### src/rtl/tfpc_pkg.sv
// shared widths, register indexes and types for the target follow controller
`timescale 1ns / 1ps

package tfpc_pkg;

    localparam int unsigned PIX_W   = 12;
    localparam int unsigned CLASS_W = 8;
    localparam int unsigned DIST_W  = 16;
    localparam int unsigned GAIN_W  = 16;
    localparam int unsigned LIMIT_W = 15;
    localparam int unsigned AREA_W  = 25;
    localparam int unsigned THR_W   = 24;
    localparam int unsigned CMD_W   = 16;

    localparam int unsigned CFG_INDEX_W = 3;
    localparam int unsigned CFG_DATA_W  = 24;

    localparam logic [CFG_INDEX_W-1:0] CFG_AREA_THRESHOLD   = 3'd0;
    localparam logic [CFG_INDEX_W-1:0] CFG_TRACKED_CLASS    = 3'd1;
    localparam logic [CFG_INDEX_W-1:0] CFG_TURN_GAIN        = 3'd2;
    localparam logic [CFG_INDEX_W-1:0] CFG_SPEED_GAIN       = 3'd3;
    localparam logic [CFG_INDEX_W-1:0] CFG_TURN_LIMIT       = 3'd4;
    localparam logic [CFG_INDEX_W-1:0] CFG_SPEED_LIMIT      = 3'd5;
    localparam logic [CFG_INDEX_W-1:0] CFG_HOLD_DIST        = 3'd6;
    localparam logic [CFG_INDEX_W-1:0] CFG_SPEED_CONTROL_ON = 3'd7;

    // fraction bits of the two gains
    localparam int unsigned TURN_FRAC  = 8;
    localparam int unsigned SPEED_FRAC = 12;

    typedef struct packed {
        logic [THR_W-1:0]   area_threshold;
        logic [CLASS_W-1:0] tracked_class;
        logic [GAIN_W-1:0]  turn_gain;
        logic [GAIN_W-1:0]  speed_gain;
        logic [LIMIT_W-1:0] turn_limit;
        logic [LIMIT_W-1:0] speed_limit;
        logic [DIST_W-1:0]  hold_dist;
        logic               speed_control_on;
    } cfg_t;

endpackage

### src/rtl/target_follow_p_controller.sv
// target follow proportional controller: best box pick and clamped turn / speed command
//
//  channel   direction  handshake            payload
//  in        sink       in_valid / in_stall  box_valid, x_left, y_top, x_right, y_bottom,
//                                            class_id, target_distance, frame_end
//  out       source     out_valid/out_stall  target_found, center_x, turn_rate, forward_speed
//  cfg       sink       cfg_write            cfg_index, cfg_data
//
//  one beat accepted every cycle while in_stall is low; only frame end beats give a command
//  five register stages: input, area product, best box pick, gain products, output
//  the best box register is the only loop, one compare per cycle unless the stage behind it is stalled
//  reset clears all valids and the best box state and sets the configuration registers to their defaults
//  a stalled output fills the stages behind it one by one before in_stall rises
`timescale 1ns / 1ps

module target_follow_p_controller #(
    parameter int unsigned FRAME_WIDTH  = 640,
    parameter int unsigned VALID_MIN_MM = 50,
    parameter int unsigned VALID_MAX_MM = 5000
) (
    input  logic                                 clk,
    input  logic                                 rst_n,

    input  logic                                 in_valid,
    output logic                                 in_stall,
    input  logic                                 box_valid,
    input  logic [tfpc_pkg::PIX_W-1:0]           x_left,
    input  logic [tfpc_pkg::PIX_W-1:0]           y_top,
    input  logic [tfpc_pkg::PIX_W-1:0]           x_right,
    input  logic [tfpc_pkg::PIX_W-1:0]           y_bottom,
    input  logic [tfpc_pkg::CLASS_W-1:0]         class_id,
    input  logic [tfpc_pkg::DIST_W-1:0]          target_distance,
    input  logic                                 frame_end,

    output logic                                 out_valid,
    input  logic                                 out_stall,
    output logic                                 target_found,
    output logic [tfpc_pkg::PIX_W-1:0]           center_x,
    output logic signed [tfpc_pkg::CMD_W-1:0]    turn_rate,
    output logic signed [tfpc_pkg::CMD_W-1:0]    forward_speed,

    input  logic                                 cfg_write,
    input  logic [tfpc_pkg::CFG_INDEX_W-1:0]     cfg_index,
    input  logic [tfpc_pkg::CFG_DATA_W-1:0]      cfg_data
);

    // frame centre column and the inclusive distance window
    localparam logic [tfpc_pkg::PIX_W-1:0]  HALF_WIDTH = tfpc_pkg::PIX_W'(FRAME_WIDTH / 2);
    localparam logic [tfpc_pkg::DIST_W-1:0] DIST_MIN   = tfpc_pkg::DIST_W'(VALID_MIN_MM);
    localparam logic [tfpc_pkg::DIST_W-1:0] DIST_MAX   = tfpc_pkg::DIST_W'(VALID_MAX_MM);

    // ------------------------------------------------------------------
    // configuration registers
    // ------------------------------------------------------------------
    tfpc_pkg::cfg_t cfg_reg;

    always_ff @(posedge clk or negedge rst_n)
    begin
        if (!rst_n)
        begin
            cfg_reg.area_threshold   <= 24'd20;
            cfg_reg.tracked_class    <= 8'd0;
            cfg_reg.turn_gain        <= 16'd2560;
            cfg_reg.speed_gain       <= 16'd2048;
            cfg_reg.turn_limit       <= 15'd1500;
            cfg_reg.speed_limit      <= 15'd100;
            cfg_reg.hold_dist        <= 16'd300;
            cfg_reg.speed_control_on <= 1'b1;
        end
        else if (cfg_write)
        begin
            case (cfg_index)
                tfpc_pkg::CFG_AREA_THRESHOLD:   cfg_reg.area_threshold   <= cfg_data;
                tfpc_pkg::CFG_TRACKED_CLASS:    cfg_reg.tracked_class    <= cfg_data[7:0];
                tfpc_pkg::CFG_TURN_GAIN:        cfg_reg.turn_gain        <= cfg_data[15:0];
                tfpc_pkg::CFG_SPEED_GAIN:       cfg_reg.speed_gain       <= cfg_data[15:0];
                tfpc_pkg::CFG_TURN_LIMIT:       cfg_reg.turn_limit       <= cfg_data[14:0];
                tfpc_pkg::CFG_SPEED_LIMIT:      cfg_reg.speed_limit      <= cfg_data[14:0];
                tfpc_pkg::CFG_HOLD_DIST:        cfg_reg.hold_dist        <= cfg_data[15:0];
                tfpc_pkg::CFG_SPEED_CONTROL_ON: cfg_reg.speed_control_on <= cfg_data[0];
                default: ;
            endcase
        end
    end

    // ------------------------------------------------------------------
    // stage valids and the ready chain, each stage moves when the next frees up
    // ------------------------------------------------------------------
    logic v1_reg, v2_reg, v3_reg, v4_reg, out_valid_reg;
    logic rdy1, rdy2, rdy3, rdy4, rdy5;
    logic fe2_reg;

    assign rdy5 = !out_valid_reg || !out_stall;
    assign rdy4 = !v4_reg || rdy5;
    assign rdy3 = !v3_reg || rdy4;
    assign rdy2 = !v2_reg || rdy3;
    assign rdy1 = !v1_reg || rdy2;

    assign in_stall  = !rdy1;
    assign out_valid = out_valid_reg;

    always_ff @(posedge clk or negedge rst_n)
    begin
        if (!rst_n)
        begin
            v1_reg        <= 1'b0;
            v2_reg        <= 1'b0;
            v3_reg        <= 1'b0;
            v4_reg        <= 1'b0;
            out_valid_reg <= 1'b0;
        end
        else
        begin
            if (rdy1)
                v1_reg <= in_valid;
            if (rdy2)
                v2_reg <= v1_reg;
            // only frame end beats carry on past the pick stage
            if (rdy3)
                v3_reg <= v2_reg && fe2_reg;
            if (rdy4)
                v4_reg <= v3_reg;
            if (rdy5)
                out_valid_reg <= v4_reg;
        end
    end

    // ------------------------------------------------------------------
    // stage 1: input register
    // ------------------------------------------------------------------
    logic                            bv1_reg, fe1_reg;
    logic [tfpc_pkg::PIX_W-1:0]      xl1_reg, yt1_reg, xr1_reg, yb1_reg;
    logic [tfpc_pkg::CLASS_W-1:0]    cls1_reg;
    logic [tfpc_pkg::DIST_W-1:0]     dist1_reg;

    always_ff @(posedge clk)
    begin
        if (rdy1 && in_valid)
        begin
            bv1_reg   <= box_valid;
            xl1_reg   <= x_left;
            yt1_reg   <= y_top;
            xr1_reg   <= x_right;
            yb1_reg   <= y_bottom;
            cls1_reg  <= class_id;
            dist1_reg <= target_distance;
            fe1_reg   <= frame_end;
        end
    end

    // ------------------------------------------------------------------
    // stage 2: signed box area, centre and class match
    // ------------------------------------------------------------------
    logic signed [tfpc_pkg::PIX_W:0]       dx, dy;
    logic signed [2*tfpc_pkg::PIX_W+1:0]   area_full;
    logic [tfpc_pkg::PIX_W:0]              x_sum;

    // reversed edges give a negative width or height
    assign dx        = $signed({1'b0, xr1_reg}) - $signed({1'b0, xl1_reg});
    assign dy        = $signed({1'b0, yb1_reg}) - $signed({1'b0, yt1_reg});
    assign area_full = dx * dy;
    assign x_sum     = {1'b0, xl1_reg} + {1'b0, xr1_reg};

    logic signed [tfpc_pkg::AREA_W-1:0] area2_reg;
    logic [tfpc_pkg::PIX_W-1:0]         center2_reg;
    logic                               match2_reg;
    logic [tfpc_pkg::DIST_W-1:0]        dist2_reg;

    always_ff @(posedge clk)
    begin
        if (rdy2 && v1_reg)
        begin
            area2_reg   <= area_full[tfpc_pkg::AREA_W-1:0];
            center2_reg <= x_sum[tfpc_pkg::PIX_W:1];
            match2_reg  <= bv1_reg && (cls1_reg == cfg_reg.tracked_class);
            dist2_reg   <= dist1_reg;
            fe2_reg     <= fe1_reg;
        end
    end

    // ------------------------------------------------------------------
    // best box pick: strictly larger than threshold, then than the best so far
    // ------------------------------------------------------------------
    logic signed [tfpc_pkg::AREA_W-1:0] best_area_reg;
    logic [tfpc_pkg::PIX_W-1:0]         best_center_reg;
    logic                               found_reg;

    logic signed [tfpc_pkg::AREA_W:0]   floor_v;
    logic                               take;
    logic                               pick_step;
    logic                               found_upd;
    logic [tfpc_pkg::PIX_W-1:0]         center_upd;

    assign floor_v    = found_reg ? {best_area_reg[tfpc_pkg::AREA_W-1], best_area_reg}
                                  : $signed({2'b00, cfg_reg.area_threshold});
    assign take       = match2_reg &&
                        ($signed({area2_reg[tfpc_pkg::AREA_W-1], area2_reg}) > floor_v);
    assign pick_step  = v2_reg && rdy3;
    assign found_upd  = found_reg || take;
    assign center_upd = take ? center2_reg : best_center_reg;

    always_ff @(posedge clk or negedge rst_n)
    begin
        if (!rst_n)
        begin
            best_area_reg   <= '0;
            best_center_reg <= '0;
            found_reg       <= 1'b0;
        end
        else if (pick_step)
        begin
            if (fe2_reg)
            begin
                // frame closed, start the next one clean
                best_area_reg   <= '0;
                best_center_reg <= '0;
                found_reg       <= 1'b0;
            end
            else if (take)
            begin
                best_area_reg   <= area2_reg;
                best_center_reg <= center2_reg;
                found_reg       <= 1'b1;
            end
        end
    end

    logic                        found3_reg;
    logic [tfpc_pkg::PIX_W-1:0]  cx3_reg;
    logic [tfpc_pkg::DIST_W-1:0] dist3_reg;

    always_ff @(posedge clk)
    begin
        if (pick_step && fe2_reg)
        begin
            found3_reg <= found_upd;
            cx3_reg    <= found_upd ? center_upd : '0;
            dist3_reg  <= dist2_reg;
        end
    end

    // ------------------------------------------------------------------
    // stage 4: error terms times gains
    // ------------------------------------------------------------------
    logic signed [tfpc_pkg::PIX_W+1:0]                turn_err;
    logic signed [tfpc_pkg::DIST_W+1:0]               speed_err;
    logic signed [tfpc_pkg::GAIN_W+tfpc_pkg::PIX_W+2:0]  turn_prod;
    logic signed [tfpc_pkg::GAIN_W+tfpc_pkg::DIST_W+2:0] speed_prod;
    logic                                             in_window;

    assign turn_err   = $signed({2'b00, HALF_WIDTH}) - $signed({2'b00, cx3_reg});
    assign speed_err  = $signed({2'b00, dist3_reg}) - $signed({2'b00, cfg_reg.hold_dist});
    assign turn_prod  = $signed({1'b0, cfg_reg.turn_gain}) * turn_err;
    assign speed_prod = $signed({1'b0, cfg_reg.speed_gain}) * speed_err;
    assign in_window  = (dist3_reg >= DIST_MIN) && (dist3_reg <= DIST_MAX);

    logic                                                found4_reg;
    logic [tfpc_pkg::PIX_W-1:0]                          cx4_reg;
    logic                                                win4_reg;
    logic signed [tfpc_pkg::GAIN_W+tfpc_pkg::PIX_W+2:0]  turn4_reg;
    logic signed [tfpc_pkg::GAIN_W+tfpc_pkg::DIST_W+2:0] speed4_reg;

    always_ff @(posedge clk)
    begin
        if (rdy4 && v3_reg)
        begin
            found4_reg <= found3_reg;
            cx4_reg    <= cx3_reg;
            win4_reg   <= in_window;
            turn4_reg  <= turn_prod;
            speed4_reg <= speed_prod;
        end
    end

    // ------------------------------------------------------------------
    // stage 5: round half away from zero, clamp to the limits
    // ------------------------------------------------------------------
    localparam int unsigned TP_W = tfpc_pkg::GAIN_W + tfpc_pkg::PIX_W + 3;
    localparam int unsigned SP_W = tfpc_pkg::GAIN_W + tfpc_pkg::DIST_W + 3;

    logic [TP_W-1:0] turn_mag, turn_rnd;
    logic [SP_W-1:0] speed_mag, speed_rnd;
    logic [tfpc_pkg::LIMIT_W-1:0] turn_clip, speed_clip;
    logic signed [tfpc_pkg::CMD_W-1:0] turn_cmd, speed_cmd;

    always_comb
    begin
        turn_mag  = turn4_reg[TP_W-1] ? TP_W'(-turn4_reg) : TP_W'(turn4_reg);
        turn_rnd  = (turn_mag + (TP_W'(1) << (tfpc_pkg::TURN_FRAC - 1))) >> tfpc_pkg::TURN_FRAC;
        turn_clip = (turn_rnd > TP_W'(cfg_reg.turn_limit)) ? cfg_reg.turn_limit
                                                         : turn_rnd[tfpc_pkg::LIMIT_W-1:0];
        turn_cmd  = turn4_reg[TP_W-1] ? -$signed({1'b0, turn_clip}) : $signed({1'b0, turn_clip});

        speed_mag  = speed4_reg[SP_W-1] ? SP_W'(-speed4_reg) : SP_W'(speed4_reg);
        speed_rnd  = (speed_mag + (SP_W'(1) << (tfpc_pkg::SPEED_FRAC - 1)))
                     >> tfpc_pkg::SPEED_FRAC;
        speed_clip = (speed_rnd > SP_W'(cfg_reg.speed_limit)) ? cfg_reg.speed_limit
                                                            : speed_rnd[tfpc_pkg::LIMIT_W-1:0];
        speed_cmd  = speed4_reg[SP_W-1] ? -$signed({1'b0, speed_clip})
                                        : $signed({1'b0, speed_clip});

        // outside the window or with speed control off the speed is zero; with no target both commands are zero
        if (!found4_reg)
            turn_cmd = '0;
        if (!found4_reg || !win4_reg || !cfg_reg.speed_control_on)
            speed_cmd = '0;
    end

    logic                              found_out_reg;
    logic [tfpc_pkg::PIX_W-1:0]        cx_out_reg;
    logic signed [tfpc_pkg::CMD_W-1:0] turn_out_reg, speed_out_reg;

    always_ff @(posedge clk)
    begin
        if (rdy5 && v4_reg)
        begin
            found_out_reg <= found4_reg;
            cx_out_reg    <= cx4_reg;
            turn_out_reg  <= turn_cmd;
            speed_out_reg <= speed_cmd;
        end
    end

    assign target_found  = found_out_reg;
    assign center_x      = cx_out_reg;
    assign turn_rate     = turn_out_reg;
    assign forward_speed = speed_out_reg;

    // ------------------------------------------------------------------
    // assertions
    // ------------------------------------------------------------------
    // no target means an all zero command
    a_no_target_zero: assert property (@(posedge clk) disable iff (!rst_n)
        out_valid_reg && !found_out_reg |->
            cx_out_reg == '0 && turn_out_reg == '0 && speed_out_reg == '0)
        else $error("command not zero without a target");

    // a box centred in the frame needs no turn
    a_centred_no_turn: assert property (@(posedge clk) disable iff (!rst_n)
        out_valid_reg && found_out_reg && cx_out_reg == HALF_WIDTH |-> turn_out_reg == '0)
        else $error("turn issued for a centred box");

    // a consumed frame end leaves the pick state clear
    a_frame_clears: assert property (@(posedge clk) disable iff (!rst_n)
        pick_step && fe2_reg |=> !found_reg && best_area_reg == '0 && best_center_reg == '0)
        else $error("best box state not cleared at frame end");

    // stall only with the input and area stages occupied
    a_stall_means_full: assert property (@(posedge clk) disable iff (!rst_n)
        in_stall |-> v1_reg && v2_reg)
        else $error("input stalled with free stages");

endmodule
### config.mk
export PLATFORM = sky130hd
export DESIGN_NAME = target_follow_p_controller
export DESIGN_NICKNAME = d
export VERILOG_FILES = /design/src/rtl/tfpc_pkg.sv /design/src/rtl/target_follow_p_controller.sv
export SDC_FILE = /design/constraint.sdc
export NUM_CORES = 2
export LEC_CHECK = 0
export BUFFER_PORTS_ARGS = -buffer_cell sky130_fd_sc_hd__buf_2
export CORE_MARGIN = 5
export CORE_UTILIZATION = 25
export DETAILED_ROUTE_END_ITERATION = 16
export RECOVER_POWER = 100
export SLEW_MARGIN = 20
export SYNTH_ARGS = -nofsm -noshare
export SYNTH_HDL_FRONTEND = slang
export SYNTH_SLANG_ARGS = --single-unit
### constraint.sdc
create_clock -name clk -period 17.5 [get_ports clk]
set_input_delay 3.5 -clock clk [delete_from_list [all_inputs] [get_ports clk]]
set_output_delay 3.5 -clock clk [all_outputs]
set_load 0.005 [all_outputs]
==> metrics.md <==
| Metric | Value |
|---|---|
| Port bufs | 152 |
| Hold Vio Cnt, Final | 0 |
| Core area | ~0.18 mm² |
| Prevailing post-synth register cell | edfxtp_1 |
| Seq/Total Area, Yosys | about a quarter |
| Tcrit/Tclk final | slightly below 70% |
| Nets | 5814 |
| Post-CTS Resized | 0 |
| DPL Wire Length | 94100 µm |
| Net Count, Synth | 5764 |
| Register-to-Register Path Depth | 28 |
| Final period demand of the worst path | 12000 ps |
| DR WL/cell | ~17 µm |
| Clk slew on worst S/H paths | 60 ps |
| FP Rows | roughly 160 |
| Multi-input combinational cell area | just over 0.03 mm² |
| Worst-skew pair later-pin latency | approximately 650 ps |
| Hold EP | dist3_reg[12] |
| Vias in the first global route | around 34000 |
| Worst slew pin tran | roughly 3800 ps |
| WL final | roughly 120000 µm |
| Total CTS buffers | slightly below 50 |
| Tot GR Track Use | 12.5% |
| First-pass GRT wire length | approximately 190000 µm |
| Syn Inst Count | ~4700 |
| Skew final | 29.8 ps |
| Number of flops mapped to enable cells by yosys | ~280 |
| Initial core utilization | roughly 25% |
| ANT nets after route | 0 |
| Die area | 0.194 mm² |
| Violated checks | capacitance limit, slew limit |
| Drt pass-1 iters | 6 |
| Max reg flops | 111 |
| Area delta synth->final | 11.1% |
| Yosys warns | 0 |
| Hold WC Path Type | reg2reg |
| Post-synth top cells | 759 x inv_1, 525 x fa_1, 467 x nand2_1, 408 x ha_1, 281 x edfxtp_1 |
| Slowest stage delay, CP | 2030 ps |
| Hold wc startpoint | dist2_reg[12] |
| Final setup fails | 0 |
| Vias/cell | 4.56 |
| Initial antenna violation count | 8 |
| Worst Setup SP | turn4_reg[5] |
| Die X | 440 µm |
| Die Height | between 400 and 500 µm |
| Netlist cell types | slightly below 90 |
| Status | finished with violations |
| Register area | ~0.012 mm² |
| GPL Wtd Cong | just under 0.9 |
| Final instance area | slightly above 0.05 mm² |
| Crit-path max FO | 18 |
| Max-cap violations | 18 |
| Biggest area consumer among synthesized cells | fa_1 |
| Slew HR | -151% |
| Fin. max-slew vios | approximately 700 |
| Ratio of cells with drive above 1 in the final layout | around 8.6% |
| Setup TNS | 0 ps |
| Clock root buffer | clkbuf_16 |
| Most frequent cell after synthesis | inv_1 |
| Crit Reg-Reg Startpoint | turn4_reg[5] |
| Overflow after GRT | 0 |
| I/O pin cnt | approximately 150 |
| Clk sinks | about 440 |
| Placed Area | ~0.05 mm² |
| Mapped Area | about 0.046 mm² |
| Setup Fix Bufs, Post-CTS | 0 |
| Initial DRC count | 2154 |
| Fillers | roughly 19000 |
| Crit path buf inv count | 1 |
| Vias | 33300 |
| WHS Path Cells | 0 |
| Largest net degree at the start of global routing | 75 |
| Clk buf depth | 3 |
| Startpoint types | flop |
| Synth Register Bits | about 440 |
| Nature of the critical path endpoint | flop |
| # H-tree levels | 2 |
| Cells taking the most area after synthesis | fa_1 23%, edfxtp_1 18%, ha_1 11% |
| Async SR Flop Fraction | 35.4% |
| Hold WS | 414 ps |
| Critical path required time | 17900 ps |
| R2r setup slk | around 5500 ps |
| RSZ-0062 raised after global routing | no |
| Worst r2r dst | turn_rate[12] |
| CTS tree | built |
| Largest delay share family, worst path | simple AND/OR/NAND/NOR gates |
| Avg Cell Area, Syn | ~9.8 µm² |
| Slowest CP cell | nor4_1 |
| WP data arrival | 12400 ps |
| Fmax | roughly 83 MHz |
| Post-CTS Hold Buffers | 0 |
| Cell repeated most along the worst path | nand2_1 |
| Top-area cell type share of the netlist area | between 20% and 30% |
| Crit path kind | reg2reg |
| # DRC | 0 |
metrics by stage:
step	util [%]	cells	worst slack, ps
floorplan	-	4725	8580
global placement	27.0	7202	7760
detailed placement	27.0	7202	7550
CTS	27.9	7294	7520
global route	27.8	7297	4500
finish	27.8	7302	5500
worst register-to-register path, delay by kind of cell, from the launching register on:
family | cells | cell delay (ps)
compound gates | 10 | 3080
xor+xnor | 2 | 290
fa+ha+maj | 3 | 890
buf+inv | 1 | 110
flops | 1 | 380
simple gates | 12 | 7020
cells by family after synthesis:
family | after synthesis | synth area share (%)
simple gates | 1366 | 14.8
flops | 435 | 26.6
xor+xnor | 206 | 3.90
fa+ha+maj | 935 | 33.8
buf+inv | 977 | 8.00
compound gates | 665 | 9.57
mux | 141 | 3.32
how the worst max path moves through the flow:
| stage | to | slack (ps) | depth (start not counted) |
|---|---|---|---|
| after CTS | speed4_reg[33] | 7520 | 34 |
| final | turn_rate[12] | 5500 | 28 |
| after global placement | speed4_reg[33] | 7760 | 32 |
| after global routing | turn_rate[14] | 4500 | 27 |
| after detailed placement | speed4_reg[33] | 7550 | 34 |
| after floorplan | speed4_reg[33] | 8580 | 37 |
final cells by class:
class / instances / area share (%)
multi-input combinational: 3313 / 58.9
clock buffer: 55 / 2.47
inverter: 760 / 5.55
timing repair buffer: 216 / 2.17
antenna: 6 / 0.0292
sequential: 435 / 24.0
clock inverter: 37 / 0.917
tap: 2480 / 6.03
cells in the final DEF (no fill, tap or decap), drive strengths merged, types with 150 or more instances in the layout:
master | synthesis | final
and2 | 162 | 162
buf | 30 | 150
fa | 525 | 525
inv | 759 | 766
o21ai | 180 | 180
ha | 408 | 408
xnor2 | 169 | 169
nand2 | 468 | 468
nor2 | 195 | 195
edfxtp | 281 | 281
per-layer routing:
layer | part of all wire (%) | global-route usage (%) | up-vias
met5 | 0.0083 | 0 | -
met4 | 3.1 | 4.17 | 2
met3 | 6.3 | 2.35 | 164
met2 | 46 | 20.3 | 882
met1 | 45 | 16.6 | 16500
li1 | - | - | 15800
Power is left out: the tool's default activity adds up to more than one toggle a clock period on the data nets, which glitch-free logic cannot reach.
